<file path="src/hw/rtl/ps2mct_pkg.sv">
// Shared types, constants and helpers for the PS/2 mouse cursor tracker.
// No dependencies; compiled first.
`default_nettype none

package ps2mct_pkg;

    // Internal cursor position width.
    localparam int POS_WIDTH = 12;
    // Width of the coordinate fields and limit registers.
    localparam int COORD_W   = 12;
    localparam int BYTE_W    = 8;
    localparam int APB_DW    = 32;
    localparam int APB_AW    = 3;

    // Signed width that holds position plus delta and the limit registers.
    localparam int CW = ((POS_WIDTH > COORD_W) ? POS_WIDTH : COORD_W) + 2;

    localparam int POS_MAX_I = (1 << POS_WIDTH) - 1;
    localparam logic signed [CW-1:0] POS_MAX_C = CW'(POS_MAX_I);

    localparam logic [POS_WIDTH-1:0] POS_RESET_X = POS_WIDTH'((960 > POS_MAX_I) ? POS_MAX_I : 960);
    localparam logic [POS_WIDTH-1:0] POS_RESET_Y = POS_WIDTH'((540 > POS_MAX_I) ? POS_MAX_I : 540);

    localparam logic [COORD_W-1:0] MAX_X_RESET = COORD_W'(1919);
    localparam logic [COORD_W-1:0] MAX_Y_RESET = COORD_W'(1079);

    // Header byte bit positions.
    localparam int HDR_LEFT   = 0;
    localparam int HDR_RIGHT  = 1;
    localparam int HDR_MIDDLE = 2;
    localparam int HDR_SYNC   = 3;
    localparam int HDR_XSIGN  = 4;
    localparam int HDR_YSIGN  = 5;

    typedef enum logic [1:0] {
        PH_HEADER = 2'd0,
        PH_DX     = 2'd1,
        PH_DY     = 2'd2
    } phase_t;

    typedef enum logic [0:0] {
        REG_MAX_X = 1'b0,
        REG_MAX_Y = 1'b1
    } reg_idx_t;

    typedef struct packed {
        logic [COORD_W-1:0] cursor_x;
        logic [COORD_W-1:0] cursor_y;
        logic               btn_left;
        logic               btn_right;
        logic               btn_middle;
    } result_t;

    // Limit register saturated to the position range.
    function automatic logic signed [CW-1:0] limit_of(input logic [COORD_W-1:0] m);
        logic signed [CW-1:0] v;
        v = $signed({{(CW-COORD_W){1'b0}}, m});
        return (v > POS_MAX_C) ? POS_MAX_C : v;
    endfunction

    function automatic logic signed [CW-1:0] clamp_pos(input logic signed [CW-1:0] v,
                                                       input logic signed [CW-1:0] hi);
        logic signed [CW-1:0] r;
        if (v < 0)
        begin
            r = '0;
        end
        else if (v > hi)
        begin
            r = hi;
        end
        else
        begin
            r = v;
        end
        return r;
    endfunction

endpackage

`default_nettype wire

</file>
<file path="src/hw/rtl/ps2mct_ifs.sv">
// Valid/ready channel interfaces for the mouse byte input and the cursor result.
// Depends on ps2mct_pkg.
`default_nettype none

interface ps2mct_in_if;
    logic                         valid;
    logic                         ready;
    logic [ps2mct_pkg::BYTE_W-1:0] data_byte;
    logic                         from_aux;

    modport source (output valid, output data_byte, output from_aux, input ready);
    modport sink   (input valid, input data_byte, input from_aux, output ready);
endinterface

interface ps2mct_out_if;
    logic                          valid;
    logic                          ready;
    logic [ps2mct_pkg::COORD_W-1:0] cursor_x;
    logic [ps2mct_pkg::COORD_W-1:0] cursor_y;
    logic                          btn_left;
    logic                          btn_right;
    logic                          btn_middle;

    modport source (output valid, output cursor_x, output cursor_y, output btn_left,
                    output btn_right, output btn_middle, input ready);
    modport sink   (input valid, input cursor_x, input cursor_y, input btn_left,
                    input btn_right, input btn_middle, output ready);
endinterface

`default_nettype wire

</file>
<file path="src/hw/rtl/ps2_mouse_cursor_tracker.sv">
// Top level of the PS/2 mouse cursor tracker: channels, APB registers, result buffer.
// Depends on ps2mct_pkg, ps2mct_ifs and ps2mct_decode.
//
// Usage:
//   in_ch  - one mouse byte per beat (data_byte, from_aux). Bytes with from_aux
//            low are dropped. Three-byte packets; a header without bit 3 is
//            skipped to resync.
//   out_ch - one beat per completed packet: clamped cursor_x/cursor_y and the
//            three button bits.
//   APB    - max_x at 0x0, max_y at 0x4 (12 bits, read back). Write only while idle.
// Throughput: one byte per cycle while in_ch.ready is high; the packet logic is a single registered pass.
// The third byte's result is registered in the output register, or in the skid entry while the receiver stalls.
// A two-entry result buffer (output register plus skid) decouples the sides:
// in_ch.ready drops only while the skid entry is full, so that both entries hold results.
// Reset: cursor at 960,540, limits 1919/1079, packet phase back at header,
// result buffer empty.
`default_nettype none

module ps2_mouse_cursor_tracker (
    input  wire logic                           clk,
    input  wire logic                           rst_n,
    ps2mct_in_if.sink                           in_ch,
    ps2mct_out_if.source                        out_ch,
    input  wire logic                           psel,
    input  wire logic                           penable,
    input  wire logic                           pwrite,
    input  wire logic [ps2mct_pkg::APB_AW-1:0]  paddr,
    input  wire logic [ps2mct_pkg::APB_DW-1:0]  pwdata,
    output logic      [ps2mct_pkg::APB_DW-1:0]  prdata,
    output logic                                pready
);
    import ps2mct_pkg::*;

    logic [COORD_W-1:0] max_x_reg, max_y_reg;
    logic               cfg_wr;
    reg_idx_t           cfg_idx;

    logic    accept;
    logic    res_valid;
    result_t res;

    logic    out_valid_reg, skid_valid_reg;
    result_t out_data_reg, skid_data_reg;
    logic    pop;

    // configuration registers
    assign pready  = 1'b1;
    assign cfg_idx = reg_idx_t'(paddr[2]);
    assign cfg_wr  = psel && penable && pwrite && pready;

    always_comb
    begin
        case (cfg_idx)
            REG_MAX_X: prdata = {{(APB_DW-COORD_W){1'b0}}, max_x_reg};
            REG_MAX_Y: prdata = {{(APB_DW-COORD_W){1'b0}}, max_y_reg};
            default:   prdata = '0;
        endcase
    end

    always_ff @(posedge clk or negedge rst_n)
    begin
        if (!rst_n)
        begin
            max_x_reg <= MAX_X_RESET;
            max_y_reg <= MAX_Y_RESET;
        end
        else if (cfg_wr)
        begin
            case (cfg_idx)
                REG_MAX_X: max_x_reg <= pwdata[COORD_W-1:0];
                REG_MAX_Y: max_y_reg <= pwdata[COORD_W-1:0];
                default:   ;
            endcase
        end
    end

    // packet decoder
    assign in_ch.ready = !skid_valid_reg;
    assign accept      = in_ch.valid && in_ch.ready;

    ps2mct_decode u_decode (
        .clk       (clk),
        .rst_n     (rst_n),
        .accept    (accept),
        .data_byte (in_ch.data_byte),
        .from_aux  (in_ch.from_aux),
        .max_x     (max_x_reg),
        .max_y     (max_y_reg),
        .res_valid (res_valid),
        .res       (res)
    );

    // result buffer: output register plus skid entry
    assign pop = out_valid_reg && out_ch.ready;

    always_ff @(posedge clk or negedge rst_n)
    begin
        if (!rst_n)
        begin
            out_valid_reg  <= 1'b0;
            skid_valid_reg <= 1'b0;
        end
        else if (skid_valid_reg)
        begin
            if (pop)
            begin
                skid_valid_reg <= 1'b0;
            end
        end
        else if (res_valid)
        begin
            if (out_valid_reg && !pop)
            begin
                skid_valid_reg <= 1'b1;
            end
            else
            begin
                out_valid_reg <= 1'b1;
            end
        end
        else if (pop)
        begin
            out_valid_reg <= 1'b0;
        end
    end

    always_ff @(posedge clk)
    begin
        if (skid_valid_reg)
        begin
            if (pop)
            begin
                out_data_reg <= skid_data_reg;
            end
        end
        else if (res_valid)
        begin
            if (out_valid_reg && !pop)
            begin
                skid_data_reg <= res;
            end
            else
            begin
                out_data_reg <= res;
            end
        end
    end

    assign out_ch.valid      = out_valid_reg;
    assign out_ch.cursor_x   = out_data_reg.cursor_x;
    assign out_ch.cursor_y   = out_data_reg.cursor_y;
    assign out_ch.btn_left   = out_data_reg.btn_left;
    assign out_ch.btn_right  = out_data_reg.btn_right;
    assign out_ch.btn_middle = out_data_reg.btn_middle;

    // checks
    a_skid_implies_out: assert property (@(posedge clk) disable iff (!rst_n)
        skid_valid_reg |-> out_valid_reg)
        else $error("skid entry held while output register empty");

    a_out_drop_on_pop: assert property (@(posedge clk) disable iff (!rst_n)
        (out_valid_reg && !out_ch.ready) |=> out_valid_reg)
        else $error("result beat dropped while receiver stalled");

    a_result_needs_accept: assert property (@(posedge clk) disable iff (!rst_n)
        res_valid |-> (accept && !skid_valid_reg))
        else $error("result produced without an accepted byte or with buffer full");

    a_cfg_write: assert property (@(posedge clk) disable iff (!rst_n)
        (cfg_wr && cfg_idx == REG_MAX_X) |=> max_x_reg == $past(pwdata[COORD_W-1:0]))
        else $error("max_x write lost");

endmodule

`default_nettype wire

</file>
<file path="src/hw/rtl/ps2mct_decode.sv">
// Packet assembly state machine and cursor add/clamp datapath.
// Depends on ps2mct_pkg.
`default_nettype none

module ps2mct_decode (
    input  wire logic                           clk,
    input  wire logic                           rst_n,
    input  wire logic                           accept,
    input  wire logic [ps2mct_pkg::BYTE_W-1:0]  data_byte,
    input  wire logic                           from_aux,
    input  wire logic [ps2mct_pkg::COORD_W-1:0] max_x,
    input  wire logic [ps2mct_pkg::COORD_W-1:0] max_y,
    output logic                                res_valid,
    output ps2mct_pkg::result_t                 res
);
    import ps2mct_pkg::*;

    phase_t               phase_reg, phase_next;
    logic [BYTE_W-1:0]    header_reg, header_next;
    logic [BYTE_W-1:0]    dx_byte_reg, dx_byte_next;
    logic [POS_WIDTH-1:0] pos_x_reg, pos_x_next;
    logic [POS_WIDTH-1:0] pos_y_reg, pos_y_next;

    logic                 take;
    logic signed [CW-1:0] dx, dy, sum_x, sum_y, new_x, new_y;

    assign take = accept && from_aux;

    // next state
    always_comb
    begin
        phase_next   = phase_reg;
        header_next  = header_reg;
        dx_byte_next = dx_byte_reg;
        if (take)
        begin
            case (phase_reg)
                PH_DX:
                begin
                    dx_byte_next = data_byte;
                    phase_next   = PH_DY;
                end
                PH_DY:
                begin
                    phase_next = PH_HEADER;
                end
                default:
                begin
                    if (data_byte[HDR_SYNC])
                    begin
                        header_next = data_byte;
                        phase_next  = PH_DX;
                    end
                end
            endcase
        end
    end

    // outputs and cursor update
    always_comb
    begin
        dx    = $signed({{(CW-9){header_reg[HDR_XSIGN]}}, header_reg[HDR_XSIGN], dx_byte_reg});
        dy    = $signed({{(CW-9){header_reg[HDR_YSIGN]}}, header_reg[HDR_YSIGN], data_byte});
        sum_x = $signed({{(CW-POS_WIDTH){1'b0}}, pos_x_reg}) + dx;
        sum_y = $signed({{(CW-POS_WIDTH){1'b0}}, pos_y_reg}) - dy;
        new_x = clamp_pos(sum_x, limit_of(max_x));
        new_y = clamp_pos(sum_y, limit_of(max_y));

        res_valid      = take && (phase_reg == PH_DY);
        res.cursor_x   = new_x[COORD_W-1:0];
        res.cursor_y   = new_y[COORD_W-1:0];
        res.btn_left   = header_reg[HDR_LEFT];
        res.btn_right  = header_reg[HDR_RIGHT];
        res.btn_middle = header_reg[HDR_MIDDLE];

        pos_x_next = res_valid ? new_x[POS_WIDTH-1:0] : pos_x_reg;
        pos_y_next = res_valid ? new_y[POS_WIDTH-1:0] : pos_y_reg;
    end

    always_ff @(posedge clk or negedge rst_n)
    begin
        if (!rst_n)
        begin
            phase_reg   <= PH_HEADER;
            header_reg  <= '0;
            dx_byte_reg <= '0;
            pos_x_reg   <= POS_RESET_X;
            pos_y_reg   <= POS_RESET_Y;
        end
        else
        begin
            phase_reg   <= phase_next;
            header_reg  <= header_next;
            dx_byte_reg <= dx_byte_next;
            pos_x_reg   <= pos_x_next;
            pos_y_reg   <= pos_y_next;
        end
    end

endmodule

`default_nettype wire
</file>
<file path="src/flat_wrapper.sv">
// flat-port wrapper written by rule: the top's interface ports become plain ports
module ps2_mouse_cursor_tracker_flat import ps2mct_pkg::*;
  (clk, rst_n, psel, penable, pwrite, paddr, pwdata, prdata, pready, in_ch_valid, in_ch_data_byte, in_ch_from_aux, in_ch_ready, out_ch_valid, out_ch_cursor_x, out_ch_cursor_y, out_ch_btn_left, out_ch_btn_right, out_ch_btn_middle, out_ch_ready);
  ps2mct_in_if in_ch_i ();
  ps2mct_out_if out_ch_i ();
  input  wire logic clk;
  input  wire logic rst_n;
  input  wire logic psel;
  input  wire logic penable;
  input  wire logic pwrite;
  input  wire logic [ps2mct_pkg::APB_AW-1:0] paddr;
  input  wire logic [ps2mct_pkg::APB_DW-1:0] pwdata;
  output logic      [ps2mct_pkg::APB_DW-1:0] prdata;
  output logic pready;
  input wire logic [$bits(in_ch_i.valid)-1:0] in_ch_valid;
  input wire logic [$bits(in_ch_i.data_byte)-1:0] in_ch_data_byte;
  input wire logic [$bits(in_ch_i.from_aux)-1:0] in_ch_from_aux;
  output wire logic [$bits(in_ch_i.ready)-1:0] in_ch_ready;
  output wire logic [$bits(out_ch_i.valid)-1:0] out_ch_valid;
  output wire logic [$bits(out_ch_i.cursor_x)-1:0] out_ch_cursor_x;
  output wire logic [$bits(out_ch_i.cursor_y)-1:0] out_ch_cursor_y;
  output wire logic [$bits(out_ch_i.btn_left)-1:0] out_ch_btn_left;
  output wire logic [$bits(out_ch_i.btn_right)-1:0] out_ch_btn_right;
  output wire logic [$bits(out_ch_i.btn_middle)-1:0] out_ch_btn_middle;
  input wire logic [$bits(out_ch_i.ready)-1:0] out_ch_ready;
  assign in_ch_i.valid = in_ch_valid;
  assign in_ch_i.data_byte = in_ch_data_byte;
  assign in_ch_i.from_aux = in_ch_from_aux;
  assign in_ch_ready = in_ch_i.ready;
  assign out_ch_valid = out_ch_i.valid;
  assign out_ch_cursor_x = out_ch_i.cursor_x;
  assign out_ch_cursor_y = out_ch_i.cursor_y;
  assign out_ch_btn_left = out_ch_i.btn_left;
  assign out_ch_btn_right = out_ch_i.btn_right;
  assign out_ch_btn_middle = out_ch_i.btn_middle;
  assign out_ch_i.ready = out_ch_ready;
  ps2_mouse_cursor_tracker u_core (.clk(clk), .rst_n(rst_n), .in_ch(in_ch_i), .out_ch(out_ch_i), .psel(psel), .penable(penable), .pwrite(pwrite), .paddr(paddr), .pwdata(pwdata), .prdata(prdata), .pready(pready));
endmodule
</file>
<file path="config.mk">
export PLATFORM = sky130hd
export DESIGN_NAME = ps2_mouse_cursor_tracker_flat
export DESIGN_NICKNAME = d
export VERILOG_FILES = /design/src/hw/rtl/ps2mct_pkg.sv /design/src/hw/rtl/ps2mct_ifs.sv /design/src/hw/rtl/ps2_mouse_cursor_tracker.sv /design/src/hw/rtl/ps2mct_decode.sv /design/src/flat_wrapper.sv
export SDC_FILE = /design/constraint.sdc
export NUM_CORES = 1
export LEC_CHECK = 0
export BUFFER_PORTS_ARGS = -buffer_cell sky130_fd_sc_hd__buf_2
export CAP_MARGIN = 20
export CORE_ASPECT_RATIO = 1.4
export CORE_MARGIN = 8
export CORE_UTILIZATION = 30
export DETAILED_ROUTE_END_ITERATION = 8
export MAX_ROUTING_LAYER = met4
export SLEW_MARGIN = 10
export SYNTH_ARGS = -nofsm -noshare
export SYNTH_HDL_FRONTEND = slang
export SYNTH_SLANG_ARGS = --single-unit
</file>
<file path="constraint.sdc">
create_clock -name clk -period 6.75 [get_ports clk]
set_clock_uncertainty 0.1 [all_clocks]
set_input_delay 0.675 -clock clk [delete_from_list [all_inputs] [get_ports clk]]
set_output_delay 0.675 -clock clk [all_outputs]
set_load 0.01 [all_outputs]
</file>
==> metrics.md, run 1 <==
| Metric | Value |
|---|---|
| Run status | `completed` |
| Multi-input logic area | `0.003262 mm²` |
| Cts repair resizes | `0` |
| Post-DP HPWL | `13.18 mm` |
| Vias/cell | `4.674` |
| Clock latency on the worst-skew pair | `420 ps` |
| Most common cell in the synthesized netlist | `nand2_1` |
| Final setup vio count | `0` |
| Post-synth EDFFs | `54` |
| Min Tclk post-route | `4929 ps` |
| Largest net degree at the start of global routing | `66` |
| Mapped Cells | `660` |
| Worst-margin pin slew | `989.6 ps` |
| Dominant cell type by area after synthesis | `edfxtp_1` |
| Seq/Total Area, Yosys | `0.4761` |
| Max_slew headroom | `0.3381` |
| Placer Congestion | `0.8799` |
| Fmax | `202.9 MHz` |
| Worst Path Required | `6800 ps` |
| All-Layer GR Usage | `0.1288` |
| Routed length per placed instance | `16.25 µm` |
| Initial Util | `0.3056` |
| Worst vdd ir | `0.0002004 V` |
| Floorplan core area | `0.02253 mm²` |
| Max-cap violations | `0` |
| Post-synth top flop | `edfxtp_1` |
| DR iter-0 viols | `266` |
| IO Count | `113` |
| Period utilization | `0.7302` |
| Critical path arrival | `4980 ps` |
| H-tree Lvls | `4` |
| Synth unique cells | `61` |
| Leakage | `3.469 nW` |
| Most frequent cells after synthesis | `nand2_1 (77), o21ai_0 (56), edfxtp_1 (54)` |
| Clock sinks | `119` |
| CTS tree | `done` |
| Top post-synthesis cells by area | `edfxtp_1 (24%), dfrtp_1 (15%), ha_1 (9.4%), dfstp_2 (9.2%), mux2_2 (6.1%)` |
| Via count | `4898` |
| Layout cells sized above 1 | `0.2403` |
| Worst Path Max Fanout | `10` |
| TritonCTS buffer count | `17` |
| DRT Wirelength | `17.03 mm` |
| ANT nets after route | `0` |
| Hold WC Path Type | `in2async` |
| Final Hold Slack | `336.9 ps` |
| Chip Height | `195.3 µm` |
| Largest register FFs | `27` |
| Post-synth top area share | `0.2355` |
| RSZ-0062 raised after global routing | `no` |
| Die area | `0.02812 mm²` |
| Final Slew Violations | `0` |
| Port bufs | `69` |
| Post-Synthesis Cell Area | `0.006885 mm²` |
| Vias in the first global route | `5056` |
| Setup Total Neg Slack | `0 ps` |
| Longest Clk Path Bufs | `2` |
| Clock root cell | `clkbuf_16` |
| Ys async rst share | `0.5462` |
| CTS clk-pin slew, worst paths | `60 ps` |
| Rows | `65` |
| Critical R2R Capture | `u_core.out_ch.cursor_y[7]` |
| Layout Area Growth over Synthesis | `17.12%` |
| Layout fillers | `2309` |
| CP Launch Type | `flip-flop` |
| R2R depth | `19` |
| Pwr dens | `551.7 mW/mm²` |
| Synthesis Warnings | `0` |
| Drt pass-1 iters | `4` |
| Global-route wire length before repair | `26.85 mm` |
| Total gr overflow | `0` |
| Worst r2r src | `u_core.u_decode.pos_y_reg[0]` |
| Avg Inst Size Synth | `10.43 µm²` |
| Critical Path Sink Type | `flip-flop` |
| Sequential standard cell area | `0.003278 mm²` |
| Die X | `144.0 µm` |
| Reg2Reg Setup Slack | `1820 ps` |
| CP Class | `reg2reg` |
| Hold_buf cts | `0` |
| Fin nets | `837` |
| Setup bufs post-CTS | `0` |
| Residual DRC | `0` |
| Final hold violation count | `0` |
| Yosys reg bits | `119` |
| Initial antenna violation count | `2` |
layout by cell type, fill, tap and decap left out, drive strengths merged, types with 15 or more instances in the layout:
cell / synthesis / layout
buf: 25 / 74
conb: 2 / 21
dfstp: 24 / 24
ha: 52 / 52
mux2i: 23 / 23
mux2: 37 / 37
clkbuf: 15 / 18
o21ai: 76 / 76
nand2: 77 / 77
nor2: 39 / 39
edfxtp: 54 / 54
dfrtp: 41 / 41
inv: 47 / 49
a21oi: 30 / 30
xnor2: 15 / 15
logic make-up (layout without fill, tap and decap cells):
family	Yosys count	count (layout)	share of synthesized area
simple gates	170	170	0.1125
compound gates	146	146	0.1283
flops	119	119	0.4761
buf+inv	88	154	0.06106
mux	60	60	0.09395
fa+ha+maj	54	54	0.1003
xor+xnor	21	21	0.02671
other cells	2	23	0.001091
routing by layer:
layer | global-route usage | routed length (µm)
met1 | 0.1386 | 7013
met2 | 0.2219 | 8891
met3 | 0.02563 | 681
met4 | 0.06057 | 443
met5 | - | 0
power breakdown:
part           switching, mW  internal, mW  total [mW]
combinational           1.39         0.956        2.35
clock                  0.349         0.545       0.894
sequential             0.134          1.07        1.21
total                   1.87          2.58        4.45
per-stage QoR:
| step | instance area [µm²] | util | worst slack, ps | power [mW] | cells |
|---|---|---|---|---|---|
| floorplan | 6957 | - | 2272 | 2.916 | 679 |
| global placement | 7480 | 0.3320 | 1527 | 3.535 | 1014 |
| detailed placement | 7480 | 0.3320 | 1395 | 3.573 | 1014 |
| CTS | 8059 | 0.3577 | 1811 | 4.489 | 1046 |
| global route | 8064 | 0.3580 | 1438 | 4.820 | 1048 |
| finish | 8064 | 0.3580 | 1821 | 4.449 | 1048 |
how the worst max path moves through the flow:
stage                                      endpoint                           from  slack, ps  depth (start not counted)
after floorplan           u_core.out_ch.cursor_y[8]             in_ch_data_byte[0]       2270                         19
after global placement    u_core.out_ch.cursor_y[7]             in_ch_data_byte[0]       1530                         19
after detailed placement  u_core.out_ch.cursor_y[7]             in_ch_data_byte[0]       1390                         19
after CTS                 u_core.out_ch.cursor_y[7]   u_core.u_decode.pos_y_reg[0]       1810                         19
after global routing      u_core.out_ch.cursor_y[7]  u_core.u_decode.header_reg[5]       1440                         14
final                     u_core.out_ch.cursor_y[7]   u_core.u_decode.pos_y_reg[0]       1820                         19
worst max-delay path, stage by stage, from the launching register on:
cell	delay, ps
dfrtp_1	360
inv_1	70
ha_1	160
inv_1	50
fa_1	400
a21oi_1	230
or3b_2	170
nand4_1	200
a31o_2	310
a21oi_1	160
xnor2_1	110
ha_1	300
o21ai_0	80
nand2b_1	80
a21oi_1	60
a211oi_1	630
nor3b_1	140
mux2_2	450
mux2i_1	440
o21ai_0	140
final cells by class:
type                       count  area share
timing repair buffer          74     0.04748
sequential                   119      0.4065
antenna                        2   0.0006206
clock inverter                14     0.01862
tap                          301     0.04670
clock buffer                  18     0.05322
multi-input combinational    472      0.4045
inverter                      48     0.02234
Note: power is estimated with default switching activity, not from simulation.
==> run 2: changes to the inputs <==
clock period = 5 ns   (was 6.75 ns; I/O delays follow)
==> metrics.md, run 2 (synthesis results as in run 1) <==
| Metric | Value |
|---|---|
| Final hold violation count | `0 (unchanged)` |
| Via count | `4933 (was 4898)` |
| Initial Util | `0.3056 (unchanged)` |
| Longest Clk Path Bufs | `2 (unchanged)` |
| Worst Path Required | `5040 ps (was 6800 ps)` |
| Core Util, Final | `0.3623 (was 0.3580)` |
| DRT Wirelength | `16.98 mm (was 17.03 mm)` |
| Die area | `0.02812 mm² (unchanged)` |
| Fin nets | `847 (was 837)` |
| Pwr dens | `756.4 mW/mm² (was 551.7 mW/mm²)` |
| Layout fillers | `2277 (was 2309)` |
| Setup Total Neg Slack | `0 ps (unchanged)` |
| Initial antenna violation count | `1 (was 2)` |
| Largest net degree at the start of global routing | `66 (unchanged)` |
| Clock latency on the worst-skew pair | `430 ps (was 420 ps)` |
| Layout Cells excl Fill | `1058 (was 1048)` |
| Largest register FFs | `27 (unchanged)` |
| Min Tclk post-route | `4588 ps (was 4929 ps)` |
| Die X | `144.0 µm (unchanged)` |
| Post-route cell area | `0.008163 mm² (was 0.008064 mm²)` |
| Critical path arrival | `4630 ps (was 4980 ps)` |
| CTS clk-pin slew, worst paths | `60 ps (about the same)` |
| Floorplan core area | `0.02253 mm² (unchanged)` |
| Most frequent cells in the layout | `nand2_1 (77), buf_2 (69), o21ai_0 (56) (unchanged)` |
| CP Launch Type | `flip-flop (unchanged)` |
| Commonest non-fill, non-tap cell in the layout | `nand2_1 (unchanged)` |
| DR iter-0 viols | `258 (was 266)` |
| Run status | `completed (unchanged)` |
| Drt pass-1 iters | `6 (was 4)` |
| Vias in the first global route | `5055 (was 5056)` |
| Global-route wire length before repair | `27.53 mm (was 26.85 mm)` |
| CTS tree | `done (unchanged)` |
| IO Count | `113 (unchanged)` |
| Layout cells sized above 1 | `0.2517 (was 0.2403)` |
| All-Layer GR Usage | `0.1325 (was 0.1288)` |
| Total gr overflow | `0 (unchanged)` |
| Final setup vio count | `0 (unchanged)` |
| H-tree Lvls | `4 (unchanged)` |
| ANT nets after route | `0 (unchanged)` |
| Post-DP HPWL | `13.24 mm (was 13.18 mm)` |
| TritonCTS buffer count | `17 (unchanged)` |
| Clock sinks | `119 (unchanged)` |
| DP Area | `0.007555 mm² (was 0.007480 mm²)` |
| Worst vdd ir | `0.0002823 V (was 0.0002004 V)` |
| Vias/cell | `4.663 (was 4.674)` |
| Period utilization | `0.9175 (was 0.7302)` |
| Rows | `65 (unchanged)` |
| Layout Area Growth over Synthesis | `18.55% (was 17.12%)` |
| Hold WC Path Type | `in2async (unchanged)` |
| Placed Cells | `1024 (was 1014)` |
| Max_slew headroom | `0.3659 (was 0.3381)` |
| Max-cap violations | `0 (unchanged)` |
| Final Slew Violations | `0 (unchanged)` |
| Worst-margin pin slew | `948.8 ps (was 989.6 ps)` |
| Fmax | `218.0 MHz (was 202.9 MHz)` |
| Leakage | `3.531 nW (was 3.469 nW)` |
| RSZ-0062 raised after global routing | `no (unchanged)` |
| Placer Congestion | `0.8972 (was 0.8799)` |
| Critical Path Sink Type | `flip-flop (unchanged)` |
| CP Class | `reg2reg (unchanged)` |
| Worst Path Max Fanout | `10 (unchanged)` |
| Residual DRC | `0 (unchanged)` |
| Port bufs | `69 (unchanged)` |
| Chip Height | `195.3 µm (unchanged)` |
| Clock root cell | `clkbuf_16 (unchanged)` |
| Routed length per placed instance | `16.05 µm (was 16.25 µm)` |
==> run 2: changes by cell type in the layout (fill, tap and decap cells not counted) <==
cell	change
a211oi_1	-1
clkinv_4	-1
mux2_4	+1
buf_4	+10
a211oi_2	+1
inv_6	+4
clkinvlp_4	-1
inv_8	+1
mux2_2	-1
clkinv_2	-3
==> run 2: final timing paths <==
kind,startpoint,end,slack [ps],cells after the start
worst max-delay path,u_core.u_decode.pos_y_reg[0],u_core.out_ch.cursor_y[11],410,17
worst min-delay path,rst_n,u_core.max_y_reg[9],170,2
worst max register to register,u_core.u_decode.pos_y_reg[0],u_core.out_ch.cursor_y[11],410,17
worst min register to register,u_core.u_decode.pos_x_reg[8],u_core.u_decode.pos_x_reg[8],360,2
max in group asynchronous,rst_n,u_core.u_decode.pos_y_reg[10],4050,2
min in group clk,out_ch_ready,u_core.skid_valid_reg,190,2
==> run 2: routing by layer <==
layer	vias up	wire length (µm)	GRT usage	part of all wire
li1	2470	-	-	-
met1	2342	6762	0.1413	0.40
met2	97	9010	0.2296	0.53
met3	24	792	0.02832	0.047
met4	0	418	0.05979	0.025
met5	-	0	-	0
==> run 2: cell type report <==
class | instances | area [µm²] | area share
clock inverter | 14 | 165.2 | 0.02023
antenna | 2 | 5.005 | 0.0006131
multi-input combinational | 472 | 3271 | 0.4007
inverter | 48 | 180.2 | 0.02207
timing repair buffer | 84 | 457.9 | 0.05610
sequential | 119 | 3278 | 0.4016
clock buffer | 18 | 429.2 | 0.05258
tap | 301 | 376.6 | 0.04614
==> run 2: repair_timing <==
item	4_1_cts	5_1_grt
resized for setup	0	2
hold buffers	0	0
endpoints found under the setup margin	0	3
hold endpoints to repair	0	0
buffers inserted	0	0
==> run 2: critical path, cell delays in order, from the launching register on <==
cell,delay (ps)
dfrtp_1,360
inv_1,70
ha_1,150
inv_1,50
fa_1,390
a21oi_1,220
or3b_2,170
nand4_1,140
a31o_2,280
a21oi_1,160
xnor2_1,100
ha_1,190
a2111oi_0,520
a211oi_2,210
nor3b_1,290
mux2_4,330
mux2i_1,370
o21ai_0,190
==> run 2: per-stage QoR <==
step                      setup slack [ps]  hold WS, ps  power [mW]
after floorplan                      696.6        104.4       3.937
after global placement               148.3        353.0       4.885
after detailed placement             104.3        359.4       4.939
after CTS                            330.9        174.5       6.213
after global routing                 86.07        185.2       6.691
final                                412.4        168.0       6.175
==> run 2: power breakdown <==
group	switching, mW	internal, mW
clock network	0.491	0.748
logic	1.91	1.41
registers	0.173	1.45
==> run 3: changes to the inputs <==
CORE_ASPECT_RATIO = 0.7   (was 1.4)
CORE_UTILIZATION = 25   (was 30)
==> metrics.md, run 3 (synthesis results as in run 1) <==
| Metric | Value |
|---|---|
| All-Layer GR Usage | `0.1181 (was 0.1325)` |
| Worst Path Buf+Inv | `2 (unchanged)` |
| Clock latency on the worst-skew pair | `420 ps (was 430 ps)` |
| Largest net degree at the start of global routing | `66 (unchanged)` |
| Max_slew headroom | `0.3520 (was 0.3659)` |
| CP Class | `reg2reg (unchanged)` |
| Global-route wire length before repair | `29.41 mm (was 27.53 mm)` |
| Clock root cell | `clkbuf_16 (unchanged)` |
| ANT nets after route | `0 (unchanged)` |
| Worst vdd ir | `0.0003226 V (was 0.0002823 V)` |
| CTS tree | `done (unchanged)` |
| Die X | `214.4 µm (was 144.0 µm)` |
| Final hold violation count | `0 (unchanged)` |
| Rows | `50 (was 65)` |
| Vias in the first global route | `4877 (was 5055)` |
| Run status | `completed (unchanged)` |
| Residual DRC | `0 (unchanged)` |
| Worst-margin pin slew | `969.6 ps (was 948.8 ps)` |
| Crit-path cells | `ha_1, inv_1, fa_1, nor2b_1, o31a_1, o31ai_2, a21boi_0, ha_1, nand4_1, a21oi_1, o31ai_1, a21oi_1, a31oi_2, buf_4, mux2i_1, o21ai_0 (was inv_1, ha_1, inv_1, fa_1, a21oi_1, or3b_2, nand4_1, a31o_2, a21oi_1, xnor2_1, ha_1, a2111oi_0, a211oi_2, nor3b_1, mux2_4, mux2i_1, o21ai_0)` |
| CTS clk-pin slew, worst paths | `60 ps (about the same)` |
| Post-DP HPWL | `14.85 mm (was 13.24 mm)` |
| Via count | `5186 (was 4933)` |
| Hold WC Path Type | `in2async (unchanged)` |
| Fin nets | `855 (was 847)` |
| Initial Util | `0.2560 (was 0.3056)` |
| DR iter-0 viols | `447 (was 258)` |
| Worst Path Max Fanout | `10 (unchanged)` |
| Largest register FFs | `27 (unchanged)` |
| Crit path max-delay cell type | `mux2i_1 (was a2111oi_0)` |
| IO Count | `113 (unchanged)` |
| Worst Path Required | `5040 ps (about the same)` |
| Total gr overflow | `0 (unchanged)` |
| Layout fillers | `2805 (was 2277)` |
| Critical path's largest stage delay | `560 ps (was 520 ps)` |
| Port bufs | `69 (unchanged)` |
| Max-cap violations | `0 (unchanged)` |
| Drt pass-1 iters | `5 (was 6)` |
| TritonCTS buffer count | `17 (unchanged)` |
| Layout cells sized above 1 | `0.2608 (was 0.2517)` |
| Chip Height | `154.9 µm (was 195.3 µm)` |
| Final setup vio count | `0 (unchanged)` |
| Final Hold Slack | `166.6 ps (was 168.0 ps)` |
| M2 GR Usage | `0.1372 (was 0.2296)` |
| RSZ-0062 raised after global routing | `no (unchanged)` |
| Placer Congestion | `0.8817 (was 0.8972)` |
| Critical path arrival | `4680 ps (was 4630 ps)` |
| Floorplan core area | `0.02690 mm² (was 0.02253 mm²)` |
| Longest Clk Path Bufs | `2 (unchanged)` |
| Initial antenna violation count | `1 (unchanged)` |
| Clock sinks | `119 (unchanged)` |
| Commonest non-fill, non-tap cell in the layout | `nand2_1 (unchanged)` |
| Grt met3 use | `0.03545 (was 0.02832)` |
| Final Slew Violations | `0 (unchanged)` |
| Setup Total Neg Slack | `0 ps (unchanged)` |
| Met1 global-route usage | `0.1869 (was 0.1413)` |
| Most frequent cells in the layout | `nand2_1 (77), buf_2 (69), o21ai_0 (56) (unchanged)` |
| Hold_buf cts | `0 (unchanged)` |
| Period utilization | `0.9277 (was 0.9175)` |
| CP Launch Type | `flip-flop (unchanged)` |
| Die area | `0.03319 mm² (was 0.02812 mm²)` |
| Routed length per placed instance | `16.94 µm (was 16.05 µm)` |
| Vias/cell | `4.598 (was 4.663)` |
| Pwr dens | `784.1 mW/mm² (was 756.4 mW/mm²)` |
| Leakage | `3.535 nW (was 3.531 nW)` |
| Fmax | `215.6 MHz (was 218.0 MHz)` |
| DRT Wirelength | `19.10 mm (was 16.98 mm)` |
| Min Tclk post-route | `4639 ps (was 4588 ps)` |
| Overall power | `6.456 mW (was 6.175 mW)` |
| Delay-heaviest family, CP | `compound AO/OA/AOI/OAI gates (unchanged)` |
| Layout Area Growth over Synthesis | `19.59% (was 18.55%)` |
| Most used routing layer | `met1 (was met2)` |
| H-tree Lvls | `4 (unchanged)` |
| Critical Path Sink Type | `flip-flop (unchanged)` |
[run 3: layer usage]
layer	part of all wire	wire length (µm)	vias up
met4	0.0063	121	0
met3	0.088	1672	10
met1	0.55	10440	2515
li1	-	-	2481
met5	0	0	-
met2	0.36	6866	180
[run 3: stage by stage]
step	worst slack, ps	util	cells	area [µm²]
finish	361.5	0.3061	1128	8234
global route	22.31	0.3061	1128	8234
CTS	259.3	0.3058	1127	8227
detailed placement	40.35	0.2860	1095	7694
global placement	142.4	0.2860	1095	7694
floorplan	696.6	-	679	6957
[run 3: cell type report]
cell class / instances / area (µm²) / area share
Antenna cell: 1 / 2.502 / 0.0003039
Clock buffer: 17 / 425.4 / 0.05166
Multi-Input combinational cell: 472 / 3267 / 0.3967
Clock inverter: 15 / 107.6 / 0.01307
Timing Repair Buffer: 92 / 518.0 / 0.06291
Inverter: 48 / 180.2 / 0.02188
Sequential cell: 119 / 3278 / 0.3981
Tap cell: 364 / 455.4 / 0.05531
[run 3: report_power, final]
| part | leakage (nW) | switching [mW] | total [mW] | internal, mW |
|---|---|---|---|---|
| clock | 0.255 | 0.475 | 1.11 | 0.632 |
| sequential | 1.26 | 0.180 | 1.63 | 1.45 |
| combinational | 2.01 | 2.23 | 3.72 | 1.49 |
[run 3: final timing paths]
kind | from | cells past startpoint | slack [ps] | end
max reg2reg | u_core.u_decode.dx_byte_reg[0] | 16 | 360 | u_core.out_ch.cursor_x[10]
min reg2reg | u_core.u_decode.pos_x_reg[8] | 2 | 370 | u_core.u_decode.pos_x_reg[8]
min | rst_n | 2 | 170 | u_core.max_y_reg[9]
max in group asynchronous | rst_n | 2 | 4040 | u_core.u_decode.phase_reg[1]
max | u_core.u_decode.dx_byte_reg[0] | 16 | 360 | u_core.out_ch.cursor_x[10]
min in group clk | out_ch_ready | 2 | 190 | u_core.skid_valid_reg
[run 3: repair_timing]
action | CTS | global route
hold endpoints to repair | 0 | 0
buffers inserted | 0 | 0
endpoints found under the setup margin | 0 | 9
gates resized for setup | 0 | 1
